[src/hw/rtl/rar_pkg.sv]
`default_nettype none
package rar_pkg;
    localparam int FIELD_BITS = 16;
    localparam int NUM_BITS   = 33;
    localparam int DEN_BITS   = 32;

    typedef enum logic {
        OP_MAKE = 1'b0,
        OP_ADD  = 1'b1
    } op_t;
endpackage
`default_nettype wire

[src/hw/rtl/rational_add_reduce.sv]
`default_nettype none
// sequence: add first forms the cross products and the denominator product on the bit-serial
// multiplier; make and add then run the binary gcd loop (one step per cycle) and two
// bit-serial divisions sharing one divider; empty operands skip straight to the output state
// throughput: one item at a time, next item accepted once the result is taken
// reset: synchronous active-low aresetn clears the sequencer and valid flags
module rational_add_reduce
    import rar_pkg::*;
#(
    parameter int VALUE_BITS = 16
) (
    input  wire logic        aclk,
    input  wire logic        aresetn,
    input  wire logic        s_tvalid,
    output logic             s_tready,
    // tdata: num_a[15:0], den_a[31:16], num_b[47:32], den_b[63:48]
    input  wire logic [63:0] s_tdata,
    // tuser: operation
    input  wire logic        s_tuser,
    output logic             m_tvalid,
    input  wire logic        m_tready,
    // tdata: result_num[32:0], result_den[64:33], zero fill [71:65]
    output logic [71:0]      m_tdata,
    // tuser: result_empty
    output logic             m_tuser
);
    localparam int VB = VALUE_BITS;
    localparam int PW = 2 * VB;
    localparam int NW = PW + 1;

    typedef enum logic [3:0] {
        S_IDLE, S_MUL1, S_MUL2, S_MUL3, S_GCD, S_DIVN, S_DIVD, S_OUT
    } state_t;

    state_t        state_reg;
    logic [VB-1:0] na_reg, da_reg, nb_reg, db_reg;
    logic [NW-1:0] n_reg, g_reg, rn_reg;
    logic [PW-1:0] d_reg;
    logic [NUM_BITS-1:0] on_reg;
    logic [DEN_BITS-1:0] od_reg;
    logic          empty_reg, mvalid_reg;

    logic          mul_start, gcd_start, div_start;
    logic [VB-1:0] mul_a, mul_b;
    logic          mul_done, gcd_done, div_done;
    logic [PW-1:0] mul_p;
    logic [NW-1:0] gcd_g, div_n, div_q;

    logic [VB-1:0] in_na, in_da, in_nb, in_db;
    assign in_na = s_tdata[VB-1:0];
    assign in_da = s_tdata[16+VB-1:16];
    assign in_nb = s_tdata[32+VB-1:32];
    assign in_db = s_tdata[48+VB-1:48];

    assign s_tready = (state_reg == S_IDLE);

    always_comb begin
        mul_a = na_reg; mul_b = db_reg;
        case (state_reg)
            S_MUL2:  begin mul_a = da_reg; mul_b = nb_reg; end
            S_MUL3:  begin mul_a = da_reg; mul_b = db_reg; end
            default: begin mul_a = na_reg; mul_b = db_reg; end
        endcase
    end

    assign div_n = (state_reg == S_DIVD) ? NW'(d_reg) : n_reg;

    rar_mul #(.W(VB)) u_mul (
        .aclk(aclk), .aresetn(aresetn), .start(mul_start),
        .a(mul_a), .b(mul_b), .done(mul_done), .p(mul_p)
    );
    rar_gcd #(.W(NW)) u_gcd (
        .aclk(aclk), .aresetn(aresetn), .start(gcd_start),
        .u(n_reg), .v(NW'(d_reg)), .done(gcd_done), .g(gcd_g)
    );
    rar_div #(.W(NW)) u_div (
        .aclk(aclk), .aresetn(aresetn), .start(div_start),
        .n(div_n), .d(g_reg), .done(div_done), .q(div_q)
    );

    logic started_reg;

    always_comb begin
        mul_start = 1'b0; gcd_start = 1'b0; div_start = 1'b0;
        if (!started_reg) begin
            case (state_reg)
                S_MUL1, S_MUL2, S_MUL3: mul_start = 1'b1;
                S_GCD:                  gcd_start = 1'b1;
                S_DIVN, S_DIVD:         div_start = 1'b1;
                default: ;
            endcase
        end
    end

    always_ff @(posedge aclk) begin
        if (!aresetn) begin
            state_reg   <= S_IDLE;
            started_reg <= 1'b0;
            mvalid_reg  <= 1'b0;
        end else begin
            started_reg <= 1'b1;
            case (state_reg)
                S_IDLE: begin
                    started_reg <= 1'b0;
                    if (s_tvalid) begin
                        na_reg <= in_na; da_reg <= in_da;
                        nb_reg <= in_nb; db_reg <= in_db;
                        n_reg  <= NW'(in_na);
                        d_reg  <= PW'(in_da);
                        if (in_da == '0 || (s_tuser == OP_ADD && in_db == '0)) begin
                            on_reg <= '0; od_reg <= '0; empty_reg <= 1'b1;
                            mvalid_reg <= 1'b1;
                            state_reg  <= S_OUT;
                        end else begin
                            empty_reg <= 1'b0;
                            state_reg <= (s_tuser == OP_ADD) ? S_MUL1 : S_GCD;
                        end
                    end
                end
                S_MUL1: if (mul_done) begin
                    n_reg <= NW'(mul_p); started_reg <= 1'b0; state_reg <= S_MUL2;
                end
                S_MUL2: if (mul_done) begin
                    n_reg <= n_reg + NW'(mul_p); started_reg <= 1'b0; state_reg <= S_MUL3;
                end
                S_MUL3: if (mul_done) begin
                    d_reg <= mul_p; started_reg <= 1'b0; state_reg <= S_GCD;
                end
                S_GCD: if (gcd_done) begin
                    g_reg <= gcd_g; started_reg <= 1'b0; state_reg <= S_DIVN;
                end
                S_DIVN: if (div_done) begin
                    rn_reg <= div_q; started_reg <= 1'b0; state_reg <= S_DIVD;
                end
                S_DIVD: if (div_done) begin
                    on_reg <= NUM_BITS'(rn_reg);
                    od_reg <= DEN_BITS'(div_q);
                    mvalid_reg <= 1'b1;
                    state_reg  <= S_OUT;
                end
                S_OUT: if (m_tready) begin
                    mvalid_reg <= 1'b0;
                    state_reg  <= S_IDLE;
                end
                default: state_reg <= S_IDLE;
            endcase
        end
    end

    assign m_tvalid = mvalid_reg;
    assign m_tdata  = {7'd0, od_reg, on_reg};
    assign m_tuser  = empty_reg;

    a_valid_out: assert property (@(posedge aclk) disable iff (!aresetn)
        m_tvalid |-> state_reg == S_OUT) else $error("valid outside output state");
    a_no_accept_busy: assert property (@(posedge aclk) disable iff (!aresetn)
        m_tvalid |-> !s_tready) else $error("input ready while result pending");
    a_empty_zero: assert property (@(posedge aclk) disable iff (!aresetn)
        (m_tvalid && m_tuser) |-> (od_reg == '0 && on_reg == '0))
        else $error("empty result not zero");
    a_den_nonzero: assert property (@(posedge aclk) disable iff (!aresetn)
        (m_tvalid && !m_tuser) |-> od_reg != '0) else $error("zero denominator");
endmodule
`default_nettype wire

[src/hw/rtl/rar_mul.sv]
`default_nettype none
// shift-and-add multiplier, one multiplier bit per cycle
module rar_mul
    import rar_pkg::*;
#(
    parameter int W = 16
) (
    input  wire logic           aclk,
    input  wire logic           aresetn,
    input  wire logic           start,
    input  wire logic [W-1:0]   a,
    input  wire logic [W-1:0]   b,
    output logic                done,
    output logic [2*W-1:0]      p
);
    localparam int CW = $clog2(W + 1);

    logic [2*W-1:0] acc_reg, acc_next;
    logic [2*W-1:0] mc_reg, mc_next;
    logic [W-1:0]   mp_reg, mp_next;
    logic [CW-1:0]  cnt_reg, cnt_next;
    logic           busy_reg, busy_next;
    logic           done_reg, done_next;

    always_comb begin
        acc_next  = acc_reg;
        mc_next   = mc_reg;
        mp_next   = mp_reg;
        cnt_next  = cnt_reg;
        busy_next = busy_reg;
        done_next = 1'b0;
        if (start) begin
            acc_next  = '0;
            mc_next   = {{W{1'b0}}, a};
            mp_next   = b;
            cnt_next  = CW'(W);
            busy_next = 1'b1;
        end else if (busy_reg) begin
            if (mp_reg[0]) acc_next = acc_reg + mc_reg;
            mc_next  = mc_reg << 1;
            mp_next  = mp_reg >> 1;
            cnt_next = cnt_reg - 1'b1;
            if (cnt_reg == CW'(1)) begin
                busy_next = 1'b0;
                done_next = 1'b1;
            end
        end
    end

    always_ff @(posedge aclk) begin
        if (!aresetn) begin
            busy_reg <= 1'b0;
            done_reg <= 1'b0;
        end else begin
            busy_reg <= busy_next;
            done_reg <= done_next;
        end
        acc_reg <= acc_next;
        mc_reg  <= mc_next;
        mp_reg  <= mp_next;
        cnt_reg <= cnt_next;
    end

    assign done = done_reg;
    assign p    = acc_reg;
endmodule
`default_nettype wire

[src/hw/rtl/rar_gcd.sv]
`default_nettype none
// binary gcd, one shift or subtract per cycle
module rar_gcd
    import rar_pkg::*;
#(
    parameter int W = 33
) (
    input  wire logic         aclk,
    input  wire logic         aresetn,
    input  wire logic         start,
    input  wire logic [W-1:0] u,
    input  wire logic [W-1:0] v,
    output logic              done,
    output logic [W-1:0]      g
);
    localparam int SW = $clog2(W + 1);

    logic [W-1:0]  u_reg, u_next, v_reg, v_next;
    logic [SW-1:0] sh_reg, sh_next;
    logic          busy_reg, busy_next, done_reg, done_next;
    logic [W-1:0]  g_reg, g_next;

    always_comb begin
        u_next = u_reg; v_next = v_reg; sh_next = sh_reg;
        busy_next = busy_reg; done_next = 1'b0; g_next = g_reg;
        if (start) begin
            if (u == '0 || v == '0) begin
                g_next    = W'(1);
                done_next = 1'b1;
                busy_next = 1'b0;
            end else begin
                u_next = u; v_next = v; sh_next = '0;
                busy_next = 1'b1;
            end
        end else if (busy_reg) begin
            if (u_reg == v_reg) begin
                g_next    = u_reg << sh_reg;
                busy_next = 1'b0;
                done_next = 1'b1;
            end else if (!u_reg[0] && !v_reg[0]) begin
                u_next = u_reg >> 1; v_next = v_reg >> 1; sh_next = sh_reg + 1'b1;
            end else if (!u_reg[0]) begin
                u_next = u_reg >> 1;
            end else if (!v_reg[0]) begin
                v_next = v_reg >> 1;
            end else if (u_reg > v_reg) begin
                u_next = (u_reg - v_reg) >> 1;
            end else begin
                v_next = (v_reg - u_reg) >> 1;
            end
        end
    end

    always_ff @(posedge aclk) begin
        if (!aresetn) begin
            busy_reg <= 1'b0;
            done_reg <= 1'b0;
        end else begin
            busy_reg <= busy_next;
            done_reg <= done_next;
        end
        u_reg  <= u_next;
        v_reg  <= v_next;
        sh_reg <= sh_next;
        g_reg  <= g_next;
    end

    assign done = done_reg;
    assign g    = g_reg;
endmodule
`default_nettype wire

[src/hw/rtl/rar_div.sv]
`default_nettype none
// restoring divider, one quotient bit per cycle
module rar_div
    import rar_pkg::*;
#(
    parameter int W = 33
) (
    input  wire logic         aclk,
    input  wire logic         aresetn,
    input  wire logic         start,
    input  wire logic [W-1:0] n,
    input  wire logic [W-1:0] d,
    output logic              done,
    output logic [W-1:0]      q
);
    localparam int CW = $clog2(W + 1);

    logic [W-1:0]  q_reg, q_next, d_reg, d_next;
    logic [W:0]    r_reg, r_next, trial;
    logic [CW-1:0] cnt_reg, cnt_next;
    logic          busy_reg, busy_next, done_reg, done_next;

    always_comb begin
        q_next = q_reg; d_next = d_reg; r_next = r_reg; cnt_next = cnt_reg;
        busy_next = busy_reg; done_next = 1'b0;
        trial = {r_reg[W-1:0], q_reg[W-1]} - {1'b0, d_reg};
        if (start) begin
            q_next = n; d_next = d; r_next = '0; cnt_next = CW'(W);
            busy_next = 1'b1;
        end else if (busy_reg) begin
            if (!trial[W]) begin
                r_next = trial;
                q_next = {q_reg[W-2:0], 1'b1};
            end else begin
                r_next = {r_reg[W-1:0], q_reg[W-1]};
                q_next = {q_reg[W-2:0], 1'b0};
            end
            cnt_next = cnt_reg - 1'b1;
            if (cnt_reg == CW'(1)) begin
                busy_next = 1'b0;
                done_next = 1'b1;
            end
        end
    end

    always_ff @(posedge aclk) begin
        if (!aresetn) begin
            busy_reg <= 1'b0;
            done_reg <= 1'b0;
        end else begin
            busy_reg <= busy_next;
            done_reg <= done_next;
        end
        q_reg   <= q_next;
        d_reg   <= d_next;
        r_reg   <= r_next;
        cnt_reg <= cnt_next;
    end

    assign done = done_reg;
    assign q    = q_reg;
endmodule
`default_nettype wire
[config.mk]
export PLATFORM = sky130hd
export DESIGN_NAME = rational_add_reduce
export DESIGN_NICKNAME = d
export VERILOG_FILES = /design/src/hw/rtl/rar_pkg.sv /design/src/hw/rtl/rational_add_reduce.sv /design/src/hw/rtl/rar_mul.sv /design/src/hw/rtl/rar_gcd.sv /design/src/hw/rtl/rar_div.sv
export SDC_FILE = /design/constraint.sdc
export NUM_CORES = 1
export LEC_CHECK = 0
export ABC_CLOCK_PERIOD_IN_PS = 7850
export BUFFER_PORTS_ARGS = -buffer_cell sky130_fd_sc_hd__buf_2
export CAP_MARGIN = 20
export CORE_MARGIN = 2
export CORE_UTILIZATION = 40
export DETAILED_ROUTE_END_ITERATION = 16
export GPL_ROUTABILITY_DRIVEN = 0
export HOLD_SLACK_MARGIN = 0.03
export MAX_ROUTING_LAYER = met4
export PLACE_DENSITY = 0.61
export SYNTH_ARGS = -nofsm -noshare
export SYNTH_HDL_FRONTEND = slang
export SYNTH_SLANG_ARGS = --single-unit
[constraint.sdc]
create_clock -name aclk -period 7.85 [get_ports aclk]
set_clock_uncertainty 0.2 [all_clocks]
set_input_delay 0.785 -clock aclk [delete_from_list [all_inputs] [get_ports aclk]]
set_output_delay 0.785 -clock aclk [all_outputs]
set_load 0.01 [all_outputs]
# Yosys cells after proc, flatten, opt, wreduce, memory -nomap -nowiden
# Cells that the tools add are included.
# W data, S select, Z words.
# word_totals
word_cells	208
romBits	0
out_inout_bits	75
mem_bits_rw	0
ff_bits	568
memories	0
latchBits	0
# op_classes
n_mux	94
magnitude_cmp	1
addsub	8
reduce_logical	41
bitwise_logic	3
n_eq_ne	25
shifts	1
n_mul	0
n_div	0
# op_table
op	n
$mux W33	30
$mux W32	5
$pmux W32 S2	2
$pmux W33 S3	1
$mux W16	6
$logic_not A33 Y1	2
$pmux W33 S2	1
$sub A33 B33 Y33	2
$sub A34 B33 Y34	1
$add A33 B32 Y33	1
$eq A33 B33 Y1	1
$gt A33 B33 Y1	1
$shl A33 B6 Y33	1
$add A32 B32 Y32	1
$logic_not A16 Y1	2
$mux W4	8
$pmux W4 S8	1
$mux W1	31
$mux W6	5
$reduce_and A5 Y1	5
$eq A4 B3 Y1 const B	4
$ne A2 B1 Y1 const B	8
$reduce_and A3 Y1	5
$reduce_bool A2 Y1	7
23 further kinds	42

# Depth between registers and ports, before layout
# logic_depth
depth_word	8
mapped_depth	15
ltp_nobuf	13

# Hierarchy
# Synthesis repeated with hierarchy kept, for this count alone.
# hier_totals
hier_cells	3157
area_unflattened_um2	33265.7
# by_module_without_submodules
module	seq_area_each_um2	instances	area_per_inst_um2	cells_per_inst
rational_add_reduce	7937.6	1	12060.3	840
rar_gcd	3193.1	1	10209.8	1212
rar_div	2802.7	1	6089.6	590
rar_mul	2062.0	1	4906.0	515

# Worst setup path after synthesis
# Ideal clock, no wire load.
# synth_timing
path_type	flip-flop to flip-flop
start	reg u_gcd.u_reg[18]
end	reg u_gcd.v_reg[10] (enable)
stages_incl_launch_ff	11
setup_ps	467
setup_slack_ps	2444
n_path_buf	1
t_arrival_ps	4739
required_time_ps	7183
cell_sequence	edfxtp_1 > ha_1 > buf_4 > nand4_2 > or3_4 > or4b_4 > clkinv_1 > nor2_1 > a31oi_4 > o21ai_0 > a21boi_0
# synth_via
elab_chain_len	3
word_cells_on_any_way	5
# synth_lines
item	line	text
start, declared	rar_gcd.sv:18	logic [W-1:0] u_reg, u_next, v_reg, v_next;
start signal, assigned	rar_gcd.sv:62	u_reg <= u_next;
$gt A33 B33 Y1 / $eq A33 B33 Y1 (equally long branches)	rar_gcd.sv:46, rar_gcd.sv:36	
$ne A4 B4 Y1 (no line) / $ne A2 B2 Y1 (equally long branches)	n/a	
$reduce_and A5 Y1 (no line) (*)	n/a	
end signal, assigned	rar_gcd.sv:63	v_reg <= v_next;
end, declared	rar_gcd.sv:18	
# Mark *: on every way between the ends. The rest lies on a longest branch, timed or not.
# A chain may end at the register's enable or synchronous reset.

# Final worst setup path
# layout_timing
start	reg u_gcd.u_reg[26]
end	reg u_gcd.v_reg[14] (enable)
# The elaborated chain is that of the path after synthesis.

==> flow_summary.toml <==
[run_status]
run_status = "finished, final reports clean"

[sta]
timing.fmax_ghz = 0.212
timing_worst_slew_pin_value_ns = 1.12
setup_repair_after_global_routing_missed_its_margin = "no"
slew-limit-headroom_pct = 25.6
fin_tns_setup_ns = 0
layout_min_cycle_time_ns = 4.73
post_route_clock_period_utilization_pct = 60.2
finalMaxSlewViolations = 0
timing.final.setup_violations = 0
timing.final.hold_violations = 0

[global_route]
first_pass_grt_wire_length_mm = 139
grtUsageTotal_pct = 22.0
globalRouteOverflowTotal = 0
initial_antenna_violation_count = 1
first_global_vias = 22700
grt_start_max_net_pins = 72

[die]
design.core.area_um2 = 80400
rows = 104
io_pins = 144
die-height_um = 289
initial_core_util_pct = 40.4
floorplan.die_area_um2 = 83500
die_w_um = 289

[setup_path]
worstPathMaxFanout = 20
timing.critical_path.arrival_ns = 4.82
cp_data_required_time_ns = 7.94
setup.worst_path.end_class = "register"
timing_worst_setup_path_type = "reg2reg"
worstSetupStartpointType = "register"

[synth]
ys_warn_count = 0
synth_seq_area_share_pct = 49.2
dominantRegCellSynth = "edfxtp_1"
synth_top_area_share_pct = 42.8
yosys.area.top_type = "edfxtp_1"
synth_area_per_cell_um2 = 10.3
synth-edff-count = 463
ys_async_sr_fraction_pct = 0
synthesis.area_um2 = 32500
ys_ff_latch = 566
post_synth_main_area_contributors = "edfxtp_1 (43%), ha_1 (6.4%), dfxtp_1 (6.4%), a21oi_1 (4.2%), mux2i_1 (3.6%)"
yosys.cell_types.count = 91
synthesis.instances = 3149

[power_and_ir_drop]
p_leak_nw = 14.3
power.ir.vdd_worst_uv = 207
finalPower_mw = 16.3
power-per-cell-area_nw_per_um2 = 449

[placed_design]
io_buffers = 136
detailed_place_hpwl_mm = 65.3

[final_layout]
number_of_fillers_in_the_final_layout = 7585
multi_input_gate_area_in_the_final_layout_um2 = 15200
area_growth_syn_to_layout_pct = 11.8
post_route_cells_drive_above_1_share_pct = 12.1
antenna_cells_inserted = 0
ff_latch_area_um2 = 16000
design.final.nets = 3450

[clock_tree]
htreeDepth = 2
cts_tree = "done"
clk_pin_slew_ns = 0.06
cts.path.max_buffers = 3
cts.sinks = 566
postCtsSetupRepairBufs = 0
cts_hold_buffers = 0
post_cts_resized = 0
cell_chosen_for_the_clock_root = "clkbuf_16"
cts_inserted_buffers = 61
clock_latency_ns = 0.66

[routing]
route.antenna.remaining_nets = 0
route.vias.total = 24300
via_cell_ratio = 5.62
firstDrtPassIters = 6
drc = 0
drt-initial-drc-count = 2486
detail_route.wl_per_cell_um = 20.9
postRouteWirelength_mm = 90.3

[flow_run]
drv.max_cap_violation_count = 0

[worst_hold_path]
path_type_of_the_worst_min_delay_path = "in2reg"
## synth_stat cells, drive strengths merged (6+ instances only)
| cell type | instances |
|---|---|
| nand3 | 45 |
| o21a | 30 |
| nand3b | 7 |
| a22oi | 6 |
| o21ai | 179 |
| a21o | 64 |
| o21bai | 19 |
| nor4 | 28 |
| o211ai | 14 |
| nand2 | 283 |
| a211oi | 27 |
| or4 | 8 |
| inv | 139 |
| xor2 | 54 |
| buf | 55 |
| dfxtp | 103 |
| mux2 | 21 |
| and3 | 37 |
| clkbuf | 127 |
| mux2i | 117 |
| ha | 167 |
| or3 | 12 |
| nand4 | 25 |
| nor2b | 26 |
| xnor2 | 97 |
| o31ai | 11 |
| and2 | 80 |
| nor2 | 314 |
| nand2b | 29 |
| edfxtp | 463 |
| o22a | 33 |
| o22ai | 14 |
| mux4 | 12 |
| a221oi | 46 |
| a21oi | 270 |
| a21boi | 8 |
| nor3 | 45 |
| a31oi | 45 |
## path summary, 6_finish.rpt
| path | from | to | depth (start not counted) | slack (ns) |
|---|---|---|---|---|
| max | u_gcd.u_reg[26] | u_gcd.v_reg[14] | 10 | 3.12 |
| min | s_tdata[41] | nb_reg[9] | 1 | 0.09 |
| max reg2reg | u_gcd.u_reg[26] | u_gcd.v_reg[14] | 10 | 3.12 |
| min reg2reg | g_reg[21] | u_div.d_reg[21] | 0 | 0.20 |
## cells by family (layout without fill, tap and decap cells)
logic type,after synthesis,in the layout,share of synthesized area [%]
XOR/XNOR,151,151,4.07
flip-flops,566,566,49.2
AO/OA/AOI/OAI,829,829,16.9
multiplexers,150,150,5.17
adder cells (fa/ha/maj),172,172,6.74
buffers and inverters,323,429,4.15
AND/OR/NAND/NOR,957,957,13.8
other,1,7,0.0116
## cell usage in the layout (no fill, tap or decap), drive strengths merged, types with 28 or more instances in the layout
cell type | synthesis | final
a31oi | 45 | 45
nand2b | 29 | 29
and2 | 80 | 80
nor2 | 314 | 314
clkbuf | 127 | 75
nor3 | 45 | 45
edfxtp | 463 | 463
dfxtp | 103 | 103
a221oi | 46 | 46
xor2 | 54 | 54
nand2 | 283 | 283
xnor2 | 97 | 97
a21oi | 270 | 270
and3 | 37 | 37
o22a | 33 | 33
o21ai | 179 | 179
o21a | 30 | 30
mux2i | 117 | 117
buf | 55 | 172
a21o | 64 | 64
ha | 167 | 167
inv | 139 | 143
nor4 | 28 | 28
nand3 | 45 | 45
## worst max-delay path: stages (launching register included)
cell      delay [ns]
edfxtp_1        0.52
ha_1            0.62
nand4_1         0.31
nor4_1          0.33
or4b_4          0.53
clkinv_1        0.08
nor2_1          0.06
a31oi_4         0.57
o21ai_0         0.27
a21boi_4        0.47
buf_4           0.41
## routing by layer
layer / share of wire [%] / vias up / GRT usage (%) / wire length (µm)
met5: 0 / - / - / 0
met4: 3.1 / 0 / 6.46 / 2820
met3: 7.8 / 141 / 3.98 / 7040
met2: 43 / 840 / 31.6 / 38600
met1: 46 / 11700 / 31.5 / 41900
li1: - / 11600 / - / -
## per-stage QoR
step / hold slack (ns) / util [%] / instances / setup WS (ns) / cell area (µm²)
2_1_floorplan: 0.200 / - / 3155 / 2.44 / 32500
3_3_place_gp: 0.202 / 42.3 / 4205 / 3.28 / 34000
3_5_place_dp: 0.205 / 42.3 / 4205 / 3.18 / 34000
4_1_cts: 0.0526 / 45.1 / 4320 / 3.17 / 36300
5_1_grt: 0.0718 / 45.1 / 4321 / 2.95 / 36300
6_report: 0.0944 / 45.1 / 4321 / 3.12 / 36300
## power breakdown
part           internal [mW]  total, mW  switching, mW
clock network           1.90       3.20           1.30
registers               4.31       4.96          0.652
logic                   3.08       8.15           5.07
total                   9.29       16.3           7.02
## layout make-up
type                    instances  share of cell area (%)
clock buffers                  74                    4.60
flip-flops and latches        566                    44.0
inverters                     141                    1.46
repair buffers                173                    2.64
well taps                    1060                    3.66
multi-input cells            2266                    42.0
clock inverters                41                    1.64
(Power assumes the default switching activity.)
